--- config.mk ---
export PLATFORM = sky130hd
export DESIGN_NAME = slap_cell
export DESIGN_NICKNAME = d
export VERILOG_FILES = /design/src/sv/slap_pkg.sv /design/src/sv/slap_cell.sv
export SDC_FILE = /design/constraint.sdc
export NUM_CORES = 1
export LEC_CHECK = 0
export BUFFER_PORTS_ARGS = -buffer_cell sky130_fd_sc_hd__buf_4
export CORE_MARGIN = 3
export CORE_UTILIZATION = 42
export CTS_CLUSTER_SIZE = 12
export DETAILED_ROUTE_END_ITERATION = 12
export HOLD_SLACK_MARGIN = 0.02
export PLACE_DENSITY = 0.81
export SYNTH_ARGS = -nofsm -noshare
export SYNTH_HDL_FRONTEND = slang
export SYNTH_SLANG_ARGS = --single-unit
--- constraint.sdc ---
create_clock -name clock -period 1.5 [get_ports clock]
set_input_delay 0.225 -clock clock [delete_from_list [all_inputs] [get_ports clock]]
set_output_delay 0.225 -clock clock [all_outputs]
set_load 0.02 [all_outputs]
--- src/sv/slap_pkg.sv ---
`default_nettype none
package slap_pkg;

   localparam int unsigned SAMPLE_W    = 32;
   localparam int unsigned COEF_W      = 16;
   localparam int unsigned SLOT_W      = 5;
   localparam int unsigned POS_W       = 6;
   localparam int unsigned DEF_MAX_TAPS = 32;

   localparam logic [4:0] TAP_COPY        = 5'h00;
   localparam logic [4:0] TAP_FIRST_ORDER = 5'h1f;
   localparam logic [POS_W-1:0] POS_SAT   = 6'd63;

   localparam logic [4:0] TAP_RESET  = 5'd4;
   localparam logic [3:0] Q_RESET    = 4'd9;
   localparam logic [5:0] BITS_RESET = 6'd16;

   typedef enum logic [1:0] {
      CSR_TAP_COUNT   = 2'd0,
      CSR_QUANT_SHIFT = 2'd1,
      CSR_SAMPLE_BITS = 2'd2
   } csr_index_type;

   typedef enum logic [2:0] {
      CELL_HOLD,
      CELL_FWD,
      CELL_BWD,
      CELL_SHIFT,
      CELL_LOAD
   } cell_op_type;

   typedef struct packed {
      cell_op_type              op;
      logic [SLOT_W-1:0]        index;
      logic [COEF_W-1:0]        value;
   } cell_ctrl_type;

   // sign extend from bit (bits-1); widths of 32 and up pass through
   function automatic logic [SAMPLE_W-1:0] sext_bits(input logic [SAMPLE_W-1:0] v,
                                                     input logic [5:0] bits);
      logic [5:0] b;
      logic [5:0] sh;
      logic [SAMPLE_W-1:0] t;
      begin
         b  = (bits == 6'd0) ? 6'd1 : bits;
         sh = 6'd32 - b;
         t  = v << sh;
         if (bits >= 6'd32) begin
            sext_bits = v;
         end else begin
            sext_bits = SAMPLE_W'($signed(t) >>> sh);
         end
      end
   endfunction

   function automatic logic [SAMPLE_W-1:0] asr32(input logic [SAMPLE_W-1:0] v,
                                                 input logic [3:0] s);
      asr32 = SAMPLE_W'($signed(v) >>> s);
   endfunction

endpackage
`default_nettype wire

--- src/sv/slap_cell.sv ---
`default_nettype none
module slap_cell #(
   parameter int unsigned SLOT = 0
) (
   input  logic                    clock,
   input  logic                    reset,
   input  slap_pkg::cell_ctrl_type ctrl,
   input  logic [31:0]             prev_hist,
   input  logic [15:0]             prev_coef,
   input  logic [31:0]             next_hist,
   input  logic [15:0]             next_coef,
   output logic [31:0]             hist,
   output logic [15:0]             coef
);
   import slap_pkg::*;

   logic [SAMPLE_W-1:0] hist_ff, hist_in;
   logic [COEF_W-1:0]   coef_ff, coef_in;

   always_comb begin
      hist_in = hist_ff;
      coef_in = coef_ff;
      case (ctrl.op)
         CELL_FWD: begin
            hist_in = next_hist;
            coef_in = next_coef;
         end
         CELL_BWD: begin
            hist_in = prev_hist;
            coef_in = prev_coef;
         end
         CELL_SHIFT: hist_in = prev_hist;
         CELL_LOAD: begin
            if (ctrl.index == SLOT_W'(SLOT)) coef_in = ctrl.value;
         end
         default: ;
      endcase
   end

   always_ff @(posedge clock) begin
      if (reset) begin
         hist_ff <= '0;
         coef_ff <= '0;
      end else begin
         hist_ff <= hist_in;
         coef_ff <= coef_in;
      end
   end

   assign hist = hist_ff;
   assign coef = coef_ff;
endmodule
`default_nettype wire

-- After elaboration in Yosys (flattened, before gate mapping)
Index checks and enable logic that the tools add are counted.
Widths: inputs -> output; s select.
- equal/unequal tests: 5
- mux-type cells: 3
- reduce and logical (&&, ||, !) cells: 5
- operators by type and width (operator ; number):
    $pmux 32 s2 ; 1
    $pmux 16 s3 ; 1
    $mux 16 ; 1
    $eq 3x2->1 const B ; 2
    $logic_not 5->1 ; 1
    $eq 3x1->1 const B ; 1
    $eq 3x3->1 const B ; 1
    $reduce_bool 3->1 ; 1
    $ne 2x2->1 const B ; 1
    $reduce_and 2->1 ; 1
    $reduce_bool 2->1 ; 1
    $reduce_or 2->1 ; 1
- bits in registers: 48
- input port bits: 122
- output and inout bits: 48
- logic and storage cells: 15

-- Longest topological paths before layout
- depth in word-level cells: 3
- mapped depth: 5

-- Worst setup path before layout
No wires, ideal clock.
- path kind: input to register
- start: input port ctrl[22] (netlist name)
- end: register coef_ff[11], in the netlist coef[11]
- setup time: 0.135 ns
- data arrival time: 1.244 ns
- data required time: 1.365 ns
- path slack: 0.121 ns
- stages: 5
- buffers on the path: 2
- cells stage by stage: buf_6 nor4b_4 a22o_2 buf_6 a311oi_2
- cells in the longest elaborated chain, start to end: 3
- elaborated cells between the ends (all ways): 7
- RTL lines (what ; RTL line ; text):
    from (decl) ; slap_cell.sv:7 ; input slap_pkg::cell_ctrl_type ctrl,
    $eq 3x3->1, or another cell as far along ; slap_cell.sv:23 ; case (ctrl.op)
    $ne 2x2->1 (no source line) or $reduce_bool 3->1 (tied branches) ; - ;
    $reduce_and 2->1 (no source line) ; - ;
    to (signal assigned) ; slap_cell.sv:46 ; coef_ff <= coef_in;
    to (decl) ; slap_cell.sv:18 ; logic [COEF_W-1:0] coef_ff, coef_in;
Parallel ways exist; a longest one is shown, timed or not.
A chain may end at the register's enable or synchronous reset.

-- Worst setup path in the final report
- start: input port ctrl[23] (netlist name)
- end: register coef_ff[13], in the netlist coef[13]
The elaborated chain is that of the path after synthesis.

==> metrics.txt <==
# TYPE chip_impl_metric gauge
chip_impl_info{name="outcome",value="completed"} 1
chip_impl_metric{name="timing_hold_violations_final",unit=""} 0
chip_impl_info{name="cts_root_buf",value="sky130_fd_sc_hd__clkbuf_8"} 1
chip_impl_metric{name="power.static_leakage",unit="nW"} 1.88
chip_impl_metric{name="drt-wirelength-per-cell",unit="um"} 16.8
chip_impl_metric{name="io_buffer_count",unit=""} 169
chip_impl_metric{name="syn-num-nets",unit=""} 409
chip_impl_metric{name="syn_area_per_cell",unit="sq um"} 8.85
chip_impl_metric{name="required",unit="ns"} 1.66
chip_impl_metric{name="cp_max_fo",unit=""} 36
chip_impl_info{name="startpoint_to_endpoint_class_of_the_critical_path",value="input pin to flop"} 1
chip_impl_metric{name="number_of_global_route_vias_before_repair",unit=""} 2835
chip_impl_metric{name="cts_hold_repair.buffers",unit=""} 0
chip_impl_metric{name="synth_top_cell_area_share",unit="%"} 37.9
chip_impl_metric{name="grt_first_pass_wirelength",unit="mm"} 13.8
chip_impl_metric{name="synth_enable_flop_cells",unit=""} 0
chip_impl_metric{name="detailedRoute.firstPassIterationCount",unit=""} 4
chip_impl_metric{name="synth.lib_cells_used.distinct",unit=""} 24
chip_impl_metric{name="peakVddDrop",unit="uV"} 604
chip_impl_metric{name="floorplan.io_pins",unit=""} 170
chip_impl_metric{name="worst-r2r-cell-count",unit=""} 3
chip_impl_info{name="rsz0062_at_grt",value="false"} 1
chip_impl_metric{name="whs_path_depth",unit=""} 2
chip_impl_metric{name="share_of_final_layout_standard_cells_stronger_than_drive_strength_1",unit="%"} 45.6
chip_impl_info{name="leading_post_synthesis_cells_by_cell_area",value="sky130_fd_sc_hd__dfxtp_1, sky130_fd_sc_hd__and3b_1, sky130_fd_sc_hd__o21ai_0"} 1
chip_impl_info{name="setup.worst_path.start_class",value="input pin"} 1
chip_impl_metric{name="h-tree-depth",unit=""} 2
chip_impl_metric{name="ys_ff_latch",unit=""} 48
chip_impl_metric{name="chipHeight",unit="um"} 83.7
chip_impl_metric{name="netlist_instances",unit=""} 287
chip_impl_metric{name="fmaxAchievable",unit="GHz"} 0.827
chip_impl_metric{name="final_period_minus_worst_setup_slack",unit="ns"} 1.21
chip_impl_metric{name="r2r_setup_slack",unit="ns"} 0.63
chip_impl_metric{name="timing.final.crit_share",unit="%"} 80.6
chip_impl_info{name="cp-end-kind",value="flop"} 1
chip_impl_metric{name="cellPowerDensity",unit="nW/um^2"} 856
chip_impl_metric{name="grt_antenna_before_repair",unit=""} 0
chip_impl_info{name="min_delay_worst_endpoint",value="hist[30]"} 1
chip_impl_metric{name="number_of_clock_sinks",unit=""} 48
chip_impl_metric{name="finalSetupViolCount",unit=""} 0
chip_impl_info{name="tritoncts",value="built"} 1
chip_impl_metric{name="number_of_vias_in_the_routed_layout",unit=""} 2914
chip_impl_info{name="hold_start",value="reset"} 1
chip_impl_info{name="postSynth.topFlopCell",value="sky130_fd_sc_hd__dfxtp_1"} 1
chip_impl_metric{name="rows",unit=""} 27
chip_impl_info{name="netlist.top_cell.by_area",value="sky130_fd_sc_hd__dfxtp_1"} 1
chip_impl_metric{name="slew_violations",unit=""} 0
chip_impl_metric{name="syn_area",unit="sq um"} 2540
chip_impl_metric{name="synth_async_sr_flop_share",unit="%"} 0
chip_impl_metric{name="grt_overflow_total",unit=""} 0
chip_impl_metric{name="core_region_area",unit="sq um"} 5680
chip_impl_metric{name="initial_core_util",unit="%"} 44.7
chip_impl_metric{name="final_antenna_net_count",unit=""} 0
chip_impl_metric{name="antennaDiodeCount",unit=""} 0
chip_impl_metric{name="timing_worst_slew_pin_value",unit="ns"} 0.460
chip_impl_metric{name="ff_latch_area",unit="sq um"} 961
chip_impl_metric{name="layout-area-overhead-vs-synth",unit="%"} 59.0
chip_impl_metric{name="combined_area_of_the_multi_input_logic_cells",unit="sq um"} 1400
chip_impl_metric{name="timing.clock.skew",unit="ns"} 0
chip_impl_metric{name="relSlewSlack",unit="%"} 69.3
chip_impl_info{name="worstHoldPathType",value="input pin to flop"} 1
chip_impl_metric{name="post_layout_total_power",unit="W"} 0.00345
chip_impl_metric{name="dieArea",unit="sq um"} 7010
chip_impl_metric{name="synth.yosys.warnings",unit=""} 0
chip_impl_metric{name="fill_cells",unit=""} 482
chip_impl_metric{name="grt_start_max_net_pins",unit=""} 37
chip_impl_metric{name="routed_wirelength",unit="mm"} 8.69
chip_impl_info{name="crit-reg2reg-capture",value="coef[14]"} 1
chip_impl_metric{name="gpl.final_weighted_congestion",unit=""} 0.916
chip_impl_metric{name="synth_seq_area_share",unit="%"} 37.9
chip_impl_metric{name="globalRouteTotalUtil",unit="%"} 23.3
chip_impl_info{name="worst_reg2reg_startpoint",value="coef[14]"} 1
chip_impl_metric{name="cts-buffers-inserted",unit=""} 5
chip_impl_metric{name="nets",unit=""} 566
chip_impl_metric{name="post_cts_setup_buffer_count",unit=""} 0
chip_impl_metric{name="initialDrtViolationCount",unit=""} 119
chip_impl_metric{name="dieWidth",unit="um"} 83.7
chip_impl_metric{name="cts.repair.resized",unit=""} 0
chip_impl_metric{name="worstPathArrival",unit="ns"} 1.37
chip_impl_metric{name="drv_cap",unit=""} 0
chip_impl_metric{name="vias_per_cell",unit=""} 5.64
chip_impl_metric{name="clkLatencyLatePin",unit="ns"} 0.29
chip_impl_metric{name="remaining_drc_errors",unit=""} 0
chip_impl_metric{name="clk_path_buf_depth",unit=""} 2
chip_impl_metric{name="fin_setup_tns",unit="ns"} 0
chip_impl_metric{name="cts.clk_slew.worst_paths",unit="ns"} 0.09
chip_impl_metric{name="hpwlAfterDp",unit="mm"} 6.64
==> layout by cell type, fill, tap and decap left out, types with 5 or more instances in the layout <==
| cell type | count |
|---|---|
| sky130_fd_sc_hd__o21ai_0 | 47 |
| sky130_fd_sc_hd__a221oi_1 | 16 |
| sky130_fd_sc_hd__nor2_1 | 16 |
| sky130_fd_sc_hd__buf_12 | 5 |
| sky130_fd_sc_hd__buf_4 | 180 |
| sky130_fd_sc_hd__a211oi_1 | 16 |
| sky130_fd_sc_hd__a311oi_1 | 11 |
| sky130_fd_sc_hd__and3b_1 | 30 |
| sky130_fd_sc_hd__dfxtp_1 | 48 |
| sky130_fd_sc_hd__clkbuf_8 | 6 |
| sky130_fd_sc_hd__a21oi_1 | 16 |
| sky130_fd_sc_hd__o22ai_1 | 32 |
==> cell families after synthesis <==
family          share of synthesized area [%]
xor+xnor                                 1.28
simple gates                             15.6
compound gates                           38.2
buf+inv                                  7.10
flops                                    37.9
==> how the worst max path moves through the flow <==
stage,from,endpoint,slack [ns],cells past startpoint
floorplan,ctrl[22],coef[11],0.12,5
global placement,ctrl[23],coef[11],0.06,4
detailed placement,ctrl[23],coef[7],0.009,4
CTS,ctrl[23],coef[13],0.32,4
global route,ctrl[23],coef[12],0.17,5
finish,ctrl[23],coef[13],0.29,4
==> flip-flops by register name, indices dropped and copies added (netlist names) <==
signal,count
hist,32
coef,16
==> layout make-up <==
cell class	count	area share [%]
repair buffers	185	36.0
multi-input cells	200	34.6
flip-flops and latches	48	23.8
well taps	72	2.23
clock buffers	6	2.05
clock inverters	2	0.961
inverters	4	0.372
==> stage by stage <==
step / cells / setup WS, ns / utilization (%) / hold WS (ns) / instance area [sq um]
global route: 517 / 0.172 / 71.1 / 0.222 / 4040
CTS: 517 / 0.320 / 71.1 / 0.210 / 4040
floorplan: 287 / 0.121 / - / 0.411 / 2540
global placement: 509 / 0.0614 / 69.0 / 0.488 / 3920
finish: 517 / 0.291 / 71.1 / 0.220 / 4040
detailed placement: 509 / 0.00891 / 69.0 / 0.496 / 3920
==> synth_stat cells (3+ instances only) <==
cell	count
sky130_fd_sc_hd__o21ai_0	47
sky130_fd_sc_hd__a311oi_2	4
sky130_fd_sc_hd__clkbuf_1	23
sky130_fd_sc_hd__a21oi_1	16
sky130_fd_sc_hd__inv_1	4
sky130_fd_sc_hd__and3b_1	30
sky130_fd_sc_hd__a311oi_1	11
sky130_fd_sc_hd__buf_6	3
sky130_fd_sc_hd__buf_2	9
sky130_fd_sc_hd__o22ai_1	32
sky130_fd_sc_hd__a211oi_1	16
sky130_fd_sc_hd__dfxtp_1	48
sky130_fd_sc_hd__a221oi_1	16
sky130_fd_sc_hd__nor2_1	16
==> report_power, final <==
part	switching [W]	total [W]	internal, W
Sequential	0.0000615	0.00144	0.00138
Combinational	0.000499	0.00104	0.000538
Clock	0.000430	0.000976	0.000545
Total	0.000991	0.00345	0.00246
==> critical path: stages <==
cell and delay [ns]:
sky130_fd_sc_hd__buf_4 0.26, sky130_fd_sc_hd__nor4b_4 0.32, sky130_fd_sc_hd__a22o_2 0.41, sky130_fd_sc_hd__a311oi_2 0.14
==> metal layers <==
layer / GRT usage [%] / share of wire [%] / up-vias
li1: - / - / 1436
met1: 28.7 / 41 / 1348
met2: 41.2 / 50 / 124
met3: 5.43 / 7.6 / 6
met4: 4.68 / 1.0 / 0
met5: 0 / 0 / -
No activity file was read; power rests on OpenSTA's default activity.
